**config.mk**
```make
export PLATFORM = sky130hd
export DESIGN_NAME = sd_spi_command_transaction
export DESIGN_NICKNAME = d
export VERILOG_FILES = /design/src/design/sdspi_pkg.sv /design/src/design/sdspi_engine.sv /design/src/design/sd_spi_command_transaction.sv
export SDC_FILE = /design/constraint.sdc
export NUM_CORES = 1
export LEC_CHECK = 0
export ABC_CLOCK_PERIOD_IN_PS = 3650
export BUFFER_PORTS_ARGS = -buffer_cell sky130_fd_sc_hd__buf_2
export CORE_MARGIN = 1
export CORE_UTILIZATION = 59
export CTS_BUF_LIST = sky130_fd_sc_hd__clkbuf_8
export CTS_CLUSTER_DIAMETER = 150
export DETAILED_ROUTE_END_ITERATION = 10
export GPL_TIMING_DRIVEN = 0
export PLACE_DENSITY = 0.82
export SETUP_SLACK_MARGIN = 0.1
export SYNTH_ARGS = -nofsm -noshare
export SYNTH_HDL_FRONTEND = slang
export SYNTH_SLANG_ARGS = --single-unit
```
**constraint.sdc**
```tcl
create_clock -name i_clk -period 3.65 [get_ports i_clk]
set_input_delay 0.1825 -clock i_clk [delete_from_list [all_inputs] [get_ports i_clk]]
set_output_delay 0.1825 -clock i_clk [all_outputs]
set_load 0.05 [all_outputs]
```
**src/design/sdspi_pkg.sv**
```systemverilog
`timescale 1ns / 1ps
// Shared types and constants for the SD SPI-mode command engine.
// No dependencies; imported by the engine, the top level and the checker.
package sdspi_pkg;

    // Item kinds on the slave side (tuser)
    localparam logic [1:0] OP_START = 2'd0;
    localparam logic [1:0] OP_BYTE  = 2'd1;
    localparam logic [1:0] OP_TICK  = 2'd2;

    // Result kinds on the master side (tuser)
    localparam logic KIND_REQ  = 1'b0;
    localparam logic KIND_DONE = 1'b1;

    localparam int unsigned  RESPONSE_POLLS  = 10;
    localparam int unsigned  CNT_W           = 4;
    localparam logic [15:0]  TIMEOUT_RESET   = 16'd1000;

    localparam logic [7:0]   BYTE_IDLE       = 8'hFF;
    localparam logic [7:0]   CMD_START_BITS  = 8'h40;
    localparam logic [7:0]   CRC_CMD0        = 8'h95;
    localparam logic [7:0]   CRC_CMD8        = 8'h87;
    localparam logic [7:0]   CRC_OTHER       = 8'h01;
    localparam logic [5:0]   CMD_GO_IDLE     = 6'd0;
    localparam logic [5:0]   CMD_IF_COND     = 6'd8;
    localparam logic [5:0]   CMD_STOP_TRAN   = 6'd12;
    localparam logic [5:0]   CMD_APP_CMD     = 6'd55;

    localparam int unsigned  IN_DATA_W       = 48;
    localparam int unsigned  OUT_DATA_W      = 24;

    typedef struct packed {
        logic [1:0]  op;
        logic [5:0]  cmd_index;
        logic        app_command;
        logic [31:0] argument;
        logic [7:0]  rx_byte;
    } t_item;

    // first member lands in the high bits: listed high to low
    typedef struct packed {
        logic [7:0] response;
        logic [7:0] tx_byte;
        logic       chip_select_low;
    } t_result;

endpackage

```
**src/design/sdspi_engine.sv**
```systemverilog
`timescale 1ns / 1ps
// Command sequencer: state registers, single-pass next-state logic, result register.
// Depends on sdspi_pkg.
module sdspi_engine (
    input  logic             i_clk,
    input  logic             i_rst_n,
    input  logic             i_step,
    input  logic             i_take,
    input  sdspi_pkg::t_item i_item,
    input  logic [15:0]      i_timeout,
    output logic             o_res_valid,
    output logic             o_res_kind,
    output sdspi_pkg::t_result o_res
);
    import sdspi_pkg::*;

    typedef enum logic [2:0] {
        PH_IDLE, PH_DESEL, PH_SEL, PH_WAIT, PH_TOUT, PH_SEND, PH_POLL
    } t_phase;

    t_phase           r_phase, n_phase;
    logic [CNT_W-1:0] r_count, n_count;
    logic [5:0]       r_index, n_index;
    logic [31:0]      r_arg,   n_arg;
    logic             r_app,   n_app;
    logic [15:0]      r_elapsed, n_elapsed;
    logic             r_cs_low, n_cs_low;
    logic             r_out_valid, n_out_valid;
    logic             r_out_kind, n_out_kind;
    t_result          r_out, n_out;

    function automatic logic [7:0] cmd_byte(input logic [CNT_W-1:0] c,
                                            input logic [5:0] idx,
                                            input logic [31:0] arg);
        logic [7:0] b;
        case (c)
            4'd0:    b = CMD_START_BITS | {2'b00, idx};
            4'd1:    b = arg[31:24];
            4'd2:    b = arg[23:16];
            4'd3:    b = arg[15:8];
            4'd4:    b = arg[7:0];
            4'd5:    b = (idx == CMD_GO_IDLE) ? CRC_CMD0 :
                         (idx == CMD_IF_COND) ? CRC_CMD8 : CRC_OTHER;
            default: b = BYTE_IDLE;
        endcase
        return b;
    endfunction

    logic             emit, done, begin_cmd;
    logic [7:0]       tx, resp;
    logic [5:0]       cur_idx, beg_idx;
    logic [31:0]      cur_arg;
    logic [CNT_W-1:0] poll_cnt, last_cnt;

    always_comb begin
        n_phase   = r_phase;
        n_count   = r_count;
        n_index   = r_index;
        n_arg     = r_arg;
        n_app     = r_app;
        n_elapsed = r_elapsed;
        n_cs_low  = r_cs_low;
        emit      = 1'b0;
        done      = 1'b0;
        begin_cmd = 1'b0;
        tx        = BYTE_IDLE;
        resp      = 8'h00;
        cur_idx   = r_app ? CMD_APP_CMD : r_index;
        cur_arg   = r_app ? 32'd0 : r_arg;
        poll_cnt  = r_count + 1'b1;
        last_cnt  = (cur_idx == CMD_STOP_TRAN) ? 4'd6 : 4'd5;

        case (i_item.op)
            OP_START: begin
                if (r_phase == PH_IDLE) begin
                    n_index   = i_item.cmd_index;
                    n_arg     = i_item.argument;
                    n_app     = i_item.app_command;
                    begin_cmd = 1'b1;
                end
            end
            OP_TICK: begin
                if (r_phase != PH_IDLE && r_elapsed != 16'hFFFF)
                    n_elapsed = r_elapsed + 16'd1;
            end
            OP_BYTE: begin
                case (r_phase)
                    PH_DESEL: begin
                        n_phase  = PH_SEL;
                        n_cs_low = 1'b1;
                        emit     = 1'b1;
                    end
                    PH_SEL: begin
                        n_phase   = PH_WAIT;
                        n_elapsed = 16'd0;
                        emit      = 1'b1;
                    end
                    PH_WAIT: begin
                        emit = 1'b1;
                        if (i_item.rx_byte == BYTE_IDLE) begin
                            n_phase = PH_SEND;
                            n_count = '0;
                            tx      = cmd_byte('0, cur_idx, cur_arg);
                        end else if (r_elapsed >= i_timeout) begin
                            n_phase  = PH_TOUT;
                            n_cs_low = 1'b0;
                        end
                    end
                    PH_TOUT: begin
                        done = 1'b1;
                        resp = BYTE_IDLE;
                    end
                    PH_SEND: begin
                        emit = 1'b1;
                        if (r_count < last_cnt) begin
                            n_count = poll_cnt;
                            tx      = cmd_byte(poll_cnt, cur_idx, cur_arg);
                        end else begin
                            n_phase = PH_POLL;
                            n_count = '0;
                        end
                    end
                    PH_POLL: begin
                        n_count = poll_cnt;
                        if (i_item.rx_byte[7] && poll_cnt < CNT_W'(RESPONSE_POLLS)) begin
                            emit = 1'b1;
                        end else if (r_app && i_item.rx_byte <= 8'd1) begin
                            n_app     = 1'b0;
                            begin_cmd = 1'b1;
                        end else begin
                            done = 1'b1;
                            resp = i_item.rx_byte;
                        end
                    end
                    default: ;
                endcase
            end
            default: ;
        endcase

        // command opening: CMD12 skips the deselect/select/ready stages
        beg_idx = n_app ? CMD_APP_CMD : n_index;
        if (begin_cmd) begin
            emit = 1'b1;
            if (beg_idx == CMD_STOP_TRAN) begin
                n_phase = PH_SEND;
                n_count = '0;
                tx      = cmd_byte('0, beg_idx, 32'd0);
            end else begin
                n_phase  = PH_DESEL;
                n_cs_low = 1'b0;
                tx       = BYTE_IDLE;
            end
        end
        if (done) begin
            n_phase = PH_IDLE;
            n_count = '0;
            n_app   = 1'b0;
        end

        n_out_valid = emit | done;
        n_out_kind  = done ? KIND_DONE : KIND_REQ;
        n_out.chip_select_low = n_cs_low;
        n_out.tx_byte         = done ? 8'h00 : tx;
        n_out.response        = done ? resp : 8'h00;
    end

    always_ff @(posedge i_clk) begin
        if (!i_rst_n) begin
            r_phase     <= PH_IDLE;
            r_count     <= '0;
            r_index     <= '0;
            r_arg       <= '0;
            r_app       <= 1'b0;
            r_elapsed   <= '0;
            r_cs_low    <= 1'b0;
            r_out_valid <= 1'b0;
        end else if (i_step) begin
            r_phase     <= n_phase;
            r_count     <= n_count;
            r_index     <= n_index;
            r_arg       <= n_arg;
            r_app       <= n_app;
            r_elapsed   <= n_elapsed;
            r_cs_low    <= n_cs_low;
            r_out_valid <= n_out_valid;
        end else if (i_take) begin
            r_out_valid <= 1'b0;
        end
    end

    always_ff @(posedge i_clk) begin
        if (i_step) begin
            r_out_kind <= n_out_kind;
            r_out      <= n_out;
        end
    end

    assign o_res_valid = r_out_valid;
    assign o_res_kind  = r_out_kind;
    assign o_res       = r_out;

endmodule

```
**src/design/sd_spi_command_transaction.sv**
```systemverilog
`timescale 1ns / 1ps
// Top level of the SD SPI-mode command engine: stream ports, input register, config.
// Depends on sdspi_pkg and sdspi_engine.
//
// Usage:
//  - Slave stream carries one beat per event: tuser is the op (start command,
//    byte received from the card, millisecond tick); tdata holds cmd_index,
//    app_command, argument and rx_byte.
//  - Master stream returns at most one beat per input beat: tuser = 0 asks the
//    SPI shifter to exchange tx_byte with CS at chip_select_low; tuser = 1
//    reports the finished command and its R1 response (0xFF when not ready).
//  - The caller feeds back each exchanged byte as a "byte received" beat.
//  - Path: an accepted beat is held in the input register, and its result is
//    loaded into the result register once that register is free or emptying,
//    which raises m_axis_tvalid.
//  - Throughput: one beat per cycle while results are taken; the whole step for a
//    beat is one pass of the next-state logic between the input and result registers.
//  - Stall: while a result waits unaccepted, the input register holds one more
//    beat, then s_axis_tready drops until the result beat is taken.
//  - Reset (synchronous, active low): engine idle, CS deselected, both
//    registers empty, ready timeout back to 1000 ms.
//  - Config: i_cfg_data sets the ready timeout in ms; write only while idle.
module sd_spi_command_transaction (
    input  logic                                i_clk,
    input  logic                                i_rst_n,
    // slave side
    input  logic                                s_axis_tvalid,
    output logic                                s_axis_tready,
    // tdata: cmd_index[5:0], app_command[6], argument[38:7], rx_byte[46:39], pad
    input  logic [sdspi_pkg::IN_DATA_W-1:0]     s_axis_tdata,
    // tuser: op[1:0]
    input  logic [1:0]                          s_axis_tuser,
    // master side
    output logic                                m_axis_tvalid,
    input  logic                                m_axis_tready,
    // tdata: chip_select_low[0], tx_byte[8:1], response[16:9], pad
    output logic [sdspi_pkg::OUT_DATA_W-1:0]    m_axis_tdata,
    // tuser: kind[0]
    output logic [0:0]                          m_axis_tuser,
    // config: ready timeout in ms
    input  logic                                i_cfg_valid,
    output logic                                o_cfg_ready,
    input  logic [15:0]                         i_cfg_data
);
    import sdspi_pkg::*;

    logic        r_in_valid;
    t_item       r_in;
    logic [15:0] r_timeout;
    logic        step, take;
    logic        res_valid, res_kind;
    t_result     res;

    // input register advances whenever the result register is free or emptying
    assign step          = r_in_valid & (~res_valid | m_axis_tready);
    assign take          = res_valid & m_axis_tready;
    assign s_axis_tready = ~r_in_valid | step;
    assign o_cfg_ready   = 1'b1;

    always_ff @(posedge i_clk) begin
        if (!i_rst_n) begin
            r_in_valid <= 1'b0;
            r_timeout  <= TIMEOUT_RESET;
        end else begin
            if (s_axis_tready)
                r_in_valid <= s_axis_tvalid;
            if (i_cfg_valid)
                r_timeout <= i_cfg_data;
        end
    end

    always_ff @(posedge i_clk) begin
        if (s_axis_tvalid && s_axis_tready) begin
            r_in.op          <= s_axis_tuser;
            r_in.cmd_index   <= s_axis_tdata[5:0];
            r_in.app_command <= s_axis_tdata[6];
            r_in.argument    <= s_axis_tdata[38:7];
            r_in.rx_byte     <= s_axis_tdata[46:39];
        end
    end

    sdspi_engine u_engine (
        .i_clk       (i_clk),
        .i_rst_n     (i_rst_n),
        .i_step      (step),
        .i_take      (take),
        .i_item      (r_in),
        .i_timeout   (r_timeout),
        .o_res_valid (res_valid),
        .o_res_kind  (res_kind),
        .o_res       (res)
    );

    assign m_axis_tvalid   = res_valid;
    assign m_axis_tuser[0] = res_kind;
    assign m_axis_tdata    = {{(OUT_DATA_W - $bits(t_result)){1'b0}}, res};

endmodule

```
==> results.json <==
{
  "cts_max_path_buffers": 2,
  "synth_seq_cells": 148,
  "met2_usage_pct": 52.3,
  "nNetsFinal": 937,
  "gp_congestion": 0.891,
  "io_pins": 99,
  "die_w_um": 109,
  "r2r-start": "u_engine.r_index[0]$_SDFFE_PN0P_",
  "cts_made_buffers": 17,
  "fin_worst_skew_ps": 19.3,
  "postCtsResizedCells": 0,
  "core_area_mm2": 0.0110,
  "finalMaxSlewViolations": 0,
  "drive_gt1_share_pct": 17.3,
  "antenna_found_initial": 0,
  "arrival_ps": 3510,
  "initial_core_util_pct": 61.6,
  "grt_pass1_vias": 5639,
  "outcome": "complete, no violations",
  "power_density_mw_per_mm2": 393,
  "grt_pass1_wl_mm": 26.4,
  "synth_edf_count": 67,
  "detail-route-antenna-nets": 0,
  "busiest_layer": "met2",
  "firstDrtPassIters": 5,
  "yosys_warnings": 0,
  "via_count": 5609,
  "num_antenna_cells": 0,
  "grtUsageMet3_pct": 6.70,
  "clock-sinks": 148,
  "min_from": "i_cfg_data[1]",
  "relSlewSlack_pct": 39.3,
  "viasPerCell": 5.64,
  "cts_root_buf": "clkbuf_8",
  "p_leak_nw": 3.27,
  "overflow": 0,
  "wire_per_inst_um": 16.4,
  "dp_slack_ps": 402,
  "rsz0062_at_grt": "false",
  "syn2layout_area_growth_pct": 24.6,
  "num_rows": 38,
  "die-area_mm2": 0.0120,
  "path_clk_slew_ps": 90,
  "drc": 0,
  "setup_tns_ps": 0,
  "cts_tree": "yes",
  "hold_class": "in2reg",
  "required_ps": 3870,
  "tightest_slew_ps": 910,
  "io_buffers": 88,
  "dieHeight_um": 109,
  "clk-insertion-delay-late_ps": 460,
  "crit_type": "reg2reg",
  "finalHoldViolations": 0,
  "fmax_mhz": 304,
  "fin_util_pct": 76.8,
  "setup_violations": 0,
  "syn_inst": 664,
  "startpoint": "u_engine.r_index[0]$_SDFFE_PN0P_",
  "ir_drop_mv": 0.335,
  "finalCritPeriodShare_pct": 90.2,
  "fin_hold_ws_ps": 8.09,
  "endpoint_kind": "flop",
  "wl_mm": 16.3,
  "ctsHtreeMaxLevel": 4,
  "dp_hpwl_mm": 10.7,
  "period_needed_ps": 3290,
  "grt_start_max_net_pins": 39,
  "drt_iter0_markers": 403,
  "fin_ws_ps": 357,
  "cp_max_fo": 4,
  "drv_cap": 0,
  "ys.flop_type": "dfxtp_1",
  "rrSetupSlack_ps": 360,
  "async_flop_share_pct": 0,
  "post_cts_buffers": 0,
  "met1_usage_pct": 33.2,
  "netlist_area_mm2": 0.00680,
  "synthDistinctLibCells": 74,
  "synth_area_per_cell_um2": 10.2,
  "start_kind": "flop",
  "ys_seq_area_share_pct": 53.5,
  "grt_usage_pct": 29.6
}
[critical path, stage by stage, from the launching register on]
cell and delay, ps:
dfxtp_1 330, or4_1 600, or3_1 380, ha_1 290
or2_2 300, o21a_1 170, a221oi_1 330, nor2b_1 210
nand2_1 140, nor3_1 240, a211oi_1 80
[state kept, by name, summed over array words and instances (netlist names)]
name / count
u_engine.r_arg: 32
u_engine.r_count: 4
r_timeout: 16
u_engine.r_elapsed: 16
u_engine.r_index: 6
u_engine.o_res_valid: 1
u_engine.o_res: 17
r_in: 49
u_engine.o_res_kind: 1
u_engine.r_app: 1
r_in_valid: 1
u_engine.r_cs_low: 1
u_engine.r_phase: 3
[per-layer routing]
metal	routed length, um	vias to the layer above	share of wire, %
met3	841	54	5.2
met1	6480	2625	40
met4	666	0	4.1
met5	0	-	0
met2	8290	212	51
li1	-	2718	-
[cells in the final DEF (no fill, tap or decap), types with 11 or more instances in the layout]
cell	count
inv_1	30
nor2b_1	12
nor2_1	37
mux2i_1	12
nand2_1	114
buf_2	93
a22oi_1	16
clkbuf_8	20
a21oi_1	14
xor2_1	11
o21a_1	11
ha_1	25
clkbuf_1	25
o21ai_0	15
dfxtp_1	81
edfxtp_1	67
a21boi_0	41
dlygate4sd3_1	63
nand3_1	12
[synth_stat cells (all sizes together), types with 3 or more instances]
cell type | number | area (um^2)
a211o | 3 | 26.3
a211oi | 7 | 57.6
a21boi | 41 | 308
a21o | 4 | 30.0
a21oi | 16 | 95.1
a22oi | 16 | 120
a31oi | 3 | 18.8
and2 | 6 | 37.5
and3 | 6 | 37.5
buf | 15 | 92.6
clkbuf | 26 | 98.8
dfxtp | 81 | 1620
edfxtp | 67 | 2010
ha | 25 | 313
inv | 30 | 113
mux2i | 12 | 120
nand2 | 114 | 428
nand2b | 3 | 18.8
nand3 | 12 | 60.1
nand3b | 3 | 22.5
nand4 | 10 | 62.6
nor2 | 37 | 139
nor2b | 12 | 75.1
nor3 | 10 | 55.1
nor4 | 5 | 31.3
nor4b | 4 | 56.3
o211ai | 8 | 65.1
o21a | 11 | 82.6
o21ai | 16 | 80.1
o31ai | 5 | 37.5
or2 | 3 | 21.3
or3 | 3 | 18.8
xnor2 | 5 | 43.8
xor2 | 11 | 96.3
[cell type report]
class,instances,area (um^2)
plain buffers,41,191
clock buffers,20,275
clock inverters,12,106
fillers,739,2560
inverters,30,113
multi-input cells,451,2880
flip-flops and latches,148,3630
well taps,140,175
repair buffers,152,1090
[worst paths after layout]
kind | end | cells past startpoint
setup / recovery | u_engine.o_res[1]$_SDFFCE_PN0P_ | 10
hold / removal | r_timeout[1]$_SDFFE_PN0P_ | 3
setup reg to reg | u_engine.o_res[1]$_SDFFCE_PN0P_ | 10
hold reg to reg | u_engine.r_arg[0]$_SDFFE_PN0P_ | 2
[where the power goes]
part           internal, mW  total [mW]  switching (mW)
clock network         0.591        1.22           0.627
registers              1.79        1.82          0.0280
logic                 0.132       0.289           0.157
total                  2.52        3.33           0.812
[timing repair]
| action | CTS | global route |
|---|---|---|
| endpoints found under the setup margin | 0 | 0 |
| hold buffers | 63 | 0 |
| hold endpoints to repair | 63 | 0 |
[stage by stage]
stage / std cells / instance area (um^2) / total power [mW]
detailed placement: 899 / 7450 / 2.09
global route: 994 / 8470 / 3.43
floorplan: 670 / 6820 / 2.00
CTS: 994 / 8470 / 3.31
finish: 994 / 8470 / 3.33
global placement: 898 / 7430 / 2.08
[logic make-up after synthesis]
family                   after synthesis  share of synthesized area [%]
AO/OA/AOI/OAI                        153                           16.8
XOR/XNOR                              16                           2.06
adder cells (fa/ha/maj)               25                           4.60
buffers and inverters                 71                           4.47
flip-flops                           148                           53.5
multiplexers                          12                           1.77
other                                  2                          0.111
AND/OR/NAND/NOR                      237                           16.8
Note: power is estimated with default switching activity, not from simulation.
